--- src/rtl/core/c8ie_pkg.sv ---
// ---------------------------------------------------------------------------
// c8ie_pkg: shared types and constants for the chip8 execute core
// Opcode group codes, ALU selectors, stack sizing and the execute result
// bundle passed from the execute unit to the state registers.
// ---------------------------------------------------------------------------
package c8ie_pkg;

  // architectural sizes
  localparam int STACK_DEPTH = 16;
  localparam int LEVEL_W     = $clog2(STACK_DEPTH + 1);
  localparam int SLOT_W      = (STACK_DEPTH > 1) ? $clog2(STACK_DEPTH) : 1;
  localparam int ADDR_W      = 12;

  // opcode groups (bits 15..12)
  localparam logic [3:0] GRP_SYS   = 4'h0;
  localparam logic [3:0] GRP_JP    = 4'h1;
  localparam logic [3:0] GRP_CALL  = 4'h2;
  localparam logic [3:0] GRP_SE_K  = 4'h3;
  localparam logic [3:0] GRP_SNE_K = 4'h4;
  localparam logic [3:0] GRP_SE_V  = 4'h5;
  localparam logic [3:0] GRP_LD_K  = 4'h6;
  localparam logic [3:0] GRP_ADD_K = 4'h7;
  localparam logic [3:0] GRP_ALU   = 4'h8;
  localparam logic [3:0] GRP_SNE_V = 4'h9;
  localparam logic [3:0] GRP_LD_I  = 4'hA;
  localparam logic [3:0] GRP_JP_V0 = 4'hB;
  localparam logic [3:0] GRP_RND   = 4'hC;

  // full opcode of subroutine return
  localparam logic [15:0] OP_RET = 16'h00EE;

  // ALU selectors (bits 3..0 of group 8)
  localparam logic [3:0] ALU_MOV  = 4'h0;
  localparam logic [3:0] ALU_OR   = 4'h1;
  localparam logic [3:0] ALU_AND  = 4'h2;
  localparam logic [3:0] ALU_XOR  = 4'h3;
  localparam logic [3:0] ALU_ADD  = 4'h4;
  localparam logic [3:0] ALU_SUB  = 4'h5;
  localparam logic [3:0] ALU_SHR  = 4'h6;
  localparam logic [3:0] ALU_SUBN = 4'h7;
  localparam logic [3:0] ALU_SHL  = 4'hE;

  // flag register number
  localparam logic [3:0] REG_VF = 4'hF;

  typedef logic [15:0][7:0] vfile_t;

  // execute result bundle
  typedef struct packed {
    logic [ADDR_W-1:0] pc;
    logic              idx_we;
    logic [ADDR_W-1:0] idx;
    logic              v_we;
    logic [3:0]        v_num;
    logic [7:0]        v_val;
    logic              f_we;
    logic [7:0]        f_val;
    logic [7:0]        vf_after;
    logic              push;
    logic              pop;
    logic              halt_set;
  } exec_t;

endpackage

--- src/rtl/core/c8ie_exec.sv ---
// ---------------------------------------------------------------------------
// c8ie_exec: single-pass instruction decode and execute
// Combinational: from one opcode and the current architectural state it
// works out the next pc, register writes, stack action and halt request.
// ---------------------------------------------------------------------------
module c8ie_exec
  import c8ie_pkg::*;
(
  input  logic [15:0]        opcode,
  input  logic [7:0]         random_byte,
  input  logic [ADDR_W-1:0]  pc,
  input  vfile_t             vregs,
  input  logic [ADDR_W-1:0]  stack_top,
  input  logic [LEVEL_W-1:0] level,
  input  logic               halt,
  output exec_t              res
);

  logic [3:0]        group;
  logic [3:0]        x;
  logic [3:0]        y;
  logic [3:0]        sel;
  logic [7:0]        kk;
  logic [ADDR_W-1:0] nnn;
  logic [7:0]        vx;
  logic [7:0]        vy;
  logic [ADDR_W-1:0] pc_inc;
  logic [ADDR_W-1:0] pc_skip;
  logic [8:0]        sum;

  // field split and operand read
  always_comb begin
    group   = opcode[15:12];
    x       = opcode[11:8];
    y       = opcode[7:4];
    sel     = opcode[3:0];
    kk      = opcode[7:0];
    nnn     = opcode[11:0];
    vx      = vregs[x];
    vy      = vregs[y];
    pc_inc  = pc + ADDR_W'(2);
    pc_skip = pc + ADDR_W'(4);
    sum     = {1'b0, vx} + {1'b0, vy};
  end

  // decode and execute
  always_comb begin
    res          = '0;
    res.pc       = pc;
    res.idx      = nnn;
    res.v_num    = x;
    if (!halt) begin
      res.pc = pc_inc;
      unique case (group)
        GRP_SYS: begin
          if (opcode == OP_RET) begin
            if (level != '0) begin
              res.pop = 1'b1;
              res.pc  = stack_top;
            end else begin
              res.halt_set = 1'b1;
            end
          end
        end
        GRP_JP: res.pc = nnn;
        GRP_CALL: begin
          if (level < LEVEL_W'(STACK_DEPTH)) begin
            res.push = 1'b1;
          end else begin
            res.halt_set = 1'b1;
          end
          res.pc = nnn;
        end
        GRP_SE_K:  if (vx == kk) res.pc = pc_skip;
        GRP_SNE_K: if (vx != kk) res.pc = pc_skip;
        GRP_SE_V:  if (vx == vy) res.pc = pc_skip;
        GRP_SNE_V: if (vx != vy) res.pc = pc_skip;
        GRP_LD_K: begin
          res.v_we  = 1'b1;
          res.v_val = kk;
        end
        GRP_ADD_K: begin
          res.v_we  = 1'b1;
          res.v_val = vx + kk;
        end
        GRP_ALU: begin
          unique case (sel)
            ALU_MOV: begin res.v_we = 1'b1; res.v_val = vy; end
            ALU_OR:  begin res.v_we = 1'b1; res.v_val = vx | vy; end
            ALU_AND: begin res.v_we = 1'b1; res.v_val = vx & vy; end
            ALU_XOR: begin res.v_we = 1'b1; res.v_val = vx ^ vy; end
            ALU_ADD: begin
              res.v_we  = 1'b1;
              res.v_val = sum[7:0];
              res.f_we  = 1'b1;
              res.f_val = {7'd0, sum[8]};
            end
            ALU_SUB: begin
              res.v_we  = 1'b1;
              res.v_val = vx - vy;
              res.f_we  = 1'b1;
              res.f_val = {7'd0, vx > vy};
            end
            ALU_SHR: begin
              res.v_we  = 1'b1;
              res.v_val = {1'b0, vx[7:1]};
              res.f_we  = 1'b1;
              res.f_val = {7'd0, vx[0]};
            end
            ALU_SUBN: begin
              res.v_we  = 1'b1;
              res.v_val = vy - vx;
              res.f_we  = 1'b1;
              res.f_val = {7'd0, vy > vx};
            end
            ALU_SHL: begin
              res.v_we  = 1'b1;
              res.v_val = {vx[6:0], 1'b0};
              res.f_we  = 1'b1;
              res.f_val = {7'd0, vx[7]};
            end
            default: ;
          endcase
        end
        GRP_LD_I:  res.idx_we = 1'b1;
        GRP_JP_V0: res.pc = nnn + {4'd0, vregs[0]};
        GRP_RND: begin
          res.v_we  = 1'b1;
          res.v_val = random_byte & kk;
        end
        default: ;
      endcase
    end

    // flag register after the writes, flag write last
    if (res.f_we) begin
      res.vf_after = res.f_val;
    end else if (res.v_we && (x == REG_VF)) begin
      res.vf_after = res.v_val;
    end else begin
      res.vf_after = vregs[REG_VF];
    end
  end

endmodule

--- src/rtl/core/chip8_instruction_execute_core.sv ---
// ---------------------------------------------------------------------------
// chip8_instruction_execute_core: chip8 interpreter execute core
// Executes one fetched opcode per item and reports the resulting state.
// ---------------------------------------------------------------------------
// Usage:
//   Input channel (in_valid / in_stall) carries an opcode and a random byte.
//   Output channel (out_valid / out_stall) carries next_pc, index_value,
//   the V register write (reg_written, reg_number, reg_value), VF and the
//   sticky halt flag for each item, one result per item, in order.
//   An accepted item is held in an input register, executes against the
//   architectural state (pc, index, V file, call stack) and lands in the
//   result register, which raises out_valid. Throughput is one item per
//   cycle while the receiver does not stall; the execute stage commits
//   state only when the result register is free or being taken.
//   When the receiver stalls, the result register holds, the input register
//   fills, and in_stall rises until the result is taken.
//   Reset clears pc, index, V registers, stack level, halt flag and both
//   valid bits. After a stack overflow or underflow the core halts: later
//   items still produce results that report the held state.
// ---------------------------------------------------------------------------
module chip8_instruction_execute_core
  import c8ie_pkg::*;
(
  input  logic        clk,
  input  logic        rst,
  input  logic        in_valid,
  output logic        in_stall,
  input  logic [15:0] opcode,
  input  logic [7:0]  random_byte,
  output logic        out_valid,
  input  logic        out_stall,
  output logic [11:0] next_pc,
  output logic [11:0] index_value,
  output logic        reg_written,
  output logic [3:0]  reg_number,
  output logic [7:0]  reg_value,
  output logic [7:0]  flag_value,
  output logic        halted
);

  // input register
  logic        hold_valid;
  logic [15:0] hold_op;
  logic [7:0]  hold_rnd;

  // architectural state
  logic [ADDR_W-1:0]  pc;
  logic [ADDR_W-1:0]  index_reg;
  vfile_t             vregs;
  logic [ADDR_W-1:0]  stack [STACK_DEPTH];
  logic [LEVEL_W-1:0] level;
  logic               halt;

  logic               advance;
  logic               accept;
  logic               fire;
  logic [LEVEL_W-1:0] level_dec;
  logic [SLOT_W-1:0]  pop_slot;
  logic [SLOT_W-1:0]  push_slot;
  exec_t              res;

  // handshake
  assign advance  = !out_valid || !out_stall;
  assign in_stall = hold_valid && !advance;
  assign accept   = in_valid && !in_stall;
  assign fire     = hold_valid && advance;

  // stack slots
  assign level_dec = level - LEVEL_W'(1);
  assign pop_slot  = level_dec[SLOT_W-1:0];
  assign push_slot = level[SLOT_W-1:0];

  c8ie_exec u_exec (
    .opcode      (hold_op),
    .random_byte (hold_rnd),
    .pc          (pc),
    .vregs       (vregs),
    .stack_top   (stack[pop_slot]),
    .level       (level),
    .halt        (halt),
    .res         (res)
  );

  // input register
  always_ff @(posedge clk) begin
    if (rst) begin
      hold_valid <= 1'b0;
    end else begin
      hold_valid <= accept || (hold_valid && !advance);
    end
    if (accept) begin
      hold_op  <= opcode;
      hold_rnd <= random_byte;
    end
  end

  // architectural state commit
  always_ff @(posedge clk) begin
    if (rst) begin
      pc        <= '0;
      index_reg <= '0;
      vregs     <= '0;
      level     <= '0;
      halt      <= 1'b0;
    end else if (fire) begin
      pc <= res.pc;
      if (res.idx_we) index_reg <= res.idx;
      if (res.v_we) vregs[res.v_num] <= res.v_val;
      if (res.f_we) vregs[REG_VF] <= res.f_val;
      if (res.push) begin
        level <= level + LEVEL_W'(1);
      end else if (res.pop) begin
        level <= level_dec;
      end
      if (res.halt_set) halt <= 1'b1;
    end
  end

  // call stack, only read after written
  always_ff @(posedge clk) begin
    if (fire && res.push) begin
      stack[push_slot] <= pc + ADDR_W'(2);
    end
  end

  // result register
  always_ff @(posedge clk) begin
    if (rst) begin
      out_valid <= 1'b0;
    end else if (advance) begin
      out_valid <= hold_valid;
    end
    if (fire) begin
      next_pc     <= res.pc;
      index_value <= res.idx_we ? res.idx : index_reg;
      reg_written <= res.v_we;
      reg_number  <= res.v_we ? res.v_num : 4'd0;
      reg_value   <= res.v_we ? res.v_val : 8'd0;
      flag_value  <= res.vf_after;
      halted      <= halt || res.halt_set;
    end
  end

endmodule

--- config.mk ---
export PLATFORM = sky130hd
export DESIGN_NAME = chip8_instruction_execute_core
export DESIGN_NICKNAME = d
export VERILOG_FILES = /design/src/rtl/core/c8ie_pkg.sv /design/src/rtl/core/c8ie_exec.sv /design/src/rtl/core/chip8_instruction_execute_core.sv
export SDC_FILE = /design/constraint.sdc
export NUM_CORES = 1
export LEC_CHECK = 0
export ABC_AREA = 1
export BUFFER_PORTS_ARGS = -buffer_cell sky130_fd_sc_hd__buf_4
export CAP_MARGIN = 20
export CORE_MARGIN = 4
export CORE_UTILIZATION = 35
export DETAILED_ROUTE_END_ITERATION = 8
export PLACE_DENSITY = 0.58
export SYNTH_ARGS = -nofsm -noshare
export SYNTH_HDL_FRONTEND = slang
export SYNTH_SLANG_ARGS = --single-unit
--- constraint.sdc ---
create_clock -name clk -period 10.1 [get_ports clk]
set_input_delay 1.515 -clock clk [delete_from_list [all_inputs] [get_ports clk]]
set_output_delay 1.515 -clock clk [all_outputs]
set_load 0.02 [all_outputs]
==> flow_summary_export.csv <==
group,metric,value,unit
cts,cts_made_buffers,47,
die,ioPinCount,76,
power_and_ir_drop,power_switching_share,26.6,%
power_and_ir_drop,powerDensity,160,nW/µm²
critical_path,required,10.40,ns
yosys,postSynthRegisterBits,422,
power_and_ir_drop,ir_drop,0.133,mV
critical_path,critPathMaxFanout,24,
finish,areaGrowthSynthToFinish,13.2,%
grt,grt_pass1_wl,115,mm
power_and_ir_drop,clkPwrFrac,42.7,%
critical_path,slowest_stage,"edfxtp_1",
cts,h-tree-depth,2,
cts,post_cts_buffers,0,
critical_path,slowest_delay,0.87,ns
yosys,synthCells,2712,
timing,period_minus_slack,6.44,ns
critical_path,cp-end-kind,"flop",
min_path,hp-class,"flop to flop",
yosys,async_flop_share,0,%
timing,setup_violations,0,
yosys,synth-main-ff-cell,"edfxtp_1",
outcome,status,"complete, no violations",
cts,cts_max_path_buffers,3,
critical_path,critPathTopFamily,"simple AND/OR/NAND/NOR gates",
yosys,synth_area,22300,µm²
die,dieArea,67800,µm²
grt,grt_pass1_vias,18700,
finish,largest_reg_flops,192,
timing,final-max-slew-violation-count,0,
timing,fmax,155,MHz
route,antenna_left,0,
critical_path,arrival,6.74,ns
critical_path,cp_cell_sequence,"inv_2 -> nor2_2 -> buf_6 -> a22oi_1 -> nand2_1 -> nand2_1 -> nand4_1 -> inv_1 -> ha_1 -> nor2_1 -> nand2_1 -> nor2_2 -> clkinv_1 -> o211ai_1 -> nand2_1 -> nor2_1 -> nand2_1 -> nor2_1 -> nand2_1 -> o21ai_1 -> o21ai_0",
finish,antenna_cells,0,
timing,skew,0.0448,ns
finish,layout_common_cells,"663 x nand2_1, 288 x o21ai_0, 266 x a21oi_1",
cts,ctsResizeCount,0,
grt,grtUsageTotal,21.8,%
timing,period_share,63.7,%
yosys,syn_nets,2799,
route,firstDrtPassIters,6,
finish,fin_nets,2817,
yosys,synth_edf_count,262,
route,drtIter0Drc,2014,
grt,grt-ovfl-total,0,
timing,tightest_slew,1.13,ns
yosys,yosysSeqAreaShare,49.7,%
die,fp-row-count,92,
power_and_ir_drop,seqPwrFrac,47.1,%
finish,top_regs,"stack: 192 flops, vregs: 128 flops, hold_op: 16 flops",
route,post-route-drc-count,0,
cts,cts_tree,"built",
cts,clock_latency,0.60,ns
timing,rsz0062_at_grt,"no",
cts,clock_sinks,422,
die,core,63100,µm²
critical_path,critical_path_class,"flop to flop",
cts,cts.clk_slew.worst_paths,0.06,ns
die,die_w,260,µm
timing,finalHoldViolations,0,
critical_path,critPathBufInv,4,
route,num_vias,20100,
timing,hold_ws,0.551,ns
power_and_ir_drop,p_int,2.96,mW
grt,grt_max_degree,128,
route,routed_wire_length_per_instance,21.0,µm
finish,fillers,6387,
cts,clockRootBuffer,"clkbuf_16",
route,viasPerCell,5.55,
timing,worst_slew_margin_rel,24.6,%
critical_path,cp_common_cell,"nand2_1",
placement,place_congestion,0.977,
timing,fin_setup_tns,0,ns
yosys,avgSynthCellArea,8.22,µm²
finish,drive_gt1_share,8.96,%
cts,ctsHoldBuffers,0,
placement,port-buffer-count,75,
route,drt-total-wl,75.8,mm
power_and_ir_drop,combPwrFrac,10.2,%
job,drv_cap,0,
finish,final_common_cell,"nand2_1",
yosys,ys.warnings.count,0,
die,die_y,260,µm
power_and_ir_drop,leakagePower,10.2,nW
die,start_util,35.3,%
critical_path,start_kind,"flop",
finish,top_register,"stack",
critical_path,regToRegSetupSlack,3.66,ns
yosys,ys_types,55,
grt,antenna_found_initial,1,
placement,post-dp-hpwl,52.1,mm
power_and_ir_drop,switchingPower,1.07,mW
==> metal layers <==
layer	routed length (µm)	vias to the layer above	global-route usage (%)	part of all wire [%]
met5	0	-	0	0
met4	2610	0	7.60	3.4
met3	4990	175	2.85	6.6
met2	34700	809	34.7	46
met1	33400	9674	30.5	44
li1	-	9401	-	-
==> power by group through the flow <==
stage               clock (mW)  combinational, mW  sequential, mW
floorplan                    0              0.247            1.93
global placement             0              0.398            1.93
detailed placement           0              0.401            1.93
CTS                       1.76              0.402            1.90
global route              1.83              0.449            1.90
finish                    1.72              0.412            1.90
==> final timing paths <==
path | endpoint | from | cells after the start
worst max register to register | next_pc[8]$_DFFE_PP_ | hold_op[8]$_DFFE_PP_ | 21
worst max-delay path | next_pc[8]$_DFFE_PP_ | hold_op[8]$_DFFE_PP_ | 21
worst min register to register | stack[3][0]$_DFFE_PP_ | pc[0]$_SDFFE_PP0P_ | 0
worst min-delay path | stack[3][0]$_DFFE_PP_ | pc[0]$_SDFFE_PP0P_ | 0
==> cell type report <==
class	count	area, µm²	share of cell area (%)
multi-input cells	1948	9850	39.1
inverters	190	714	2.83
well taps	846	1060	4.20
clock buffers	58	1230	4.87
clock inverters	28	317	1.25
flip-flops and latches	422	11100	43.9
repair buffers	121	986	3.91
==> Yosys cell counts (all sizes together), types with 5 or more instances <==
library cell    n  area share (%)
nor2          199             3.9
a221oi          5            0.20
o22ai          28            0.79
clkbuf         88             1.5
o21ai         309             7.0
nor3           14            0.39
buf            64             1.5
dfxtp         160              14
nand3         224             5.1
ha             54             3.0
o21bai          6            0.20
edfxtp        262              35
nand4          28            0.79
fa              5            0.45
a21oi         267             6.0
a31oi           5            0.14
xnor2           5            0.20
xor2           21            0.83
inv           188             3.2
nand2         670              11
o211ai         13            0.44
a22oi          61             2.1
==> per-stage QoR <==
step / util, % / total power [mW] / setup slack [ns] / cell area, µm² / cells
finish: 40.0 / 4.03 / 3.66 / 25200 / 3613
global route: 40.0 / 4.17 / 3.04 / 25200 / 3613
CTS: 39.8 / 4.05 / 3.40 / 25100 / 3607
detailed placement: 37.4 / 2.33 / 3.42 / 23600 / 3521
global placement: 37.4 / 2.33 / 3.57 / 23600 / 3521
floorplan: - / 2.18 / 6.20 / 22300 / 2712
==> kinds of logic after synthesis <==
kind of cell / share of synthesized area, %
buffers and inverters: 6.23
XOR/XNOR: 1.02
AO/OA/AOI/OAI: 17.7
adder cells (fa/ha/maj): 3.48
AND/OR/NAND/NOR: 21.9
flip-flops: 49.7
Power figures use the tool's default switching activity.
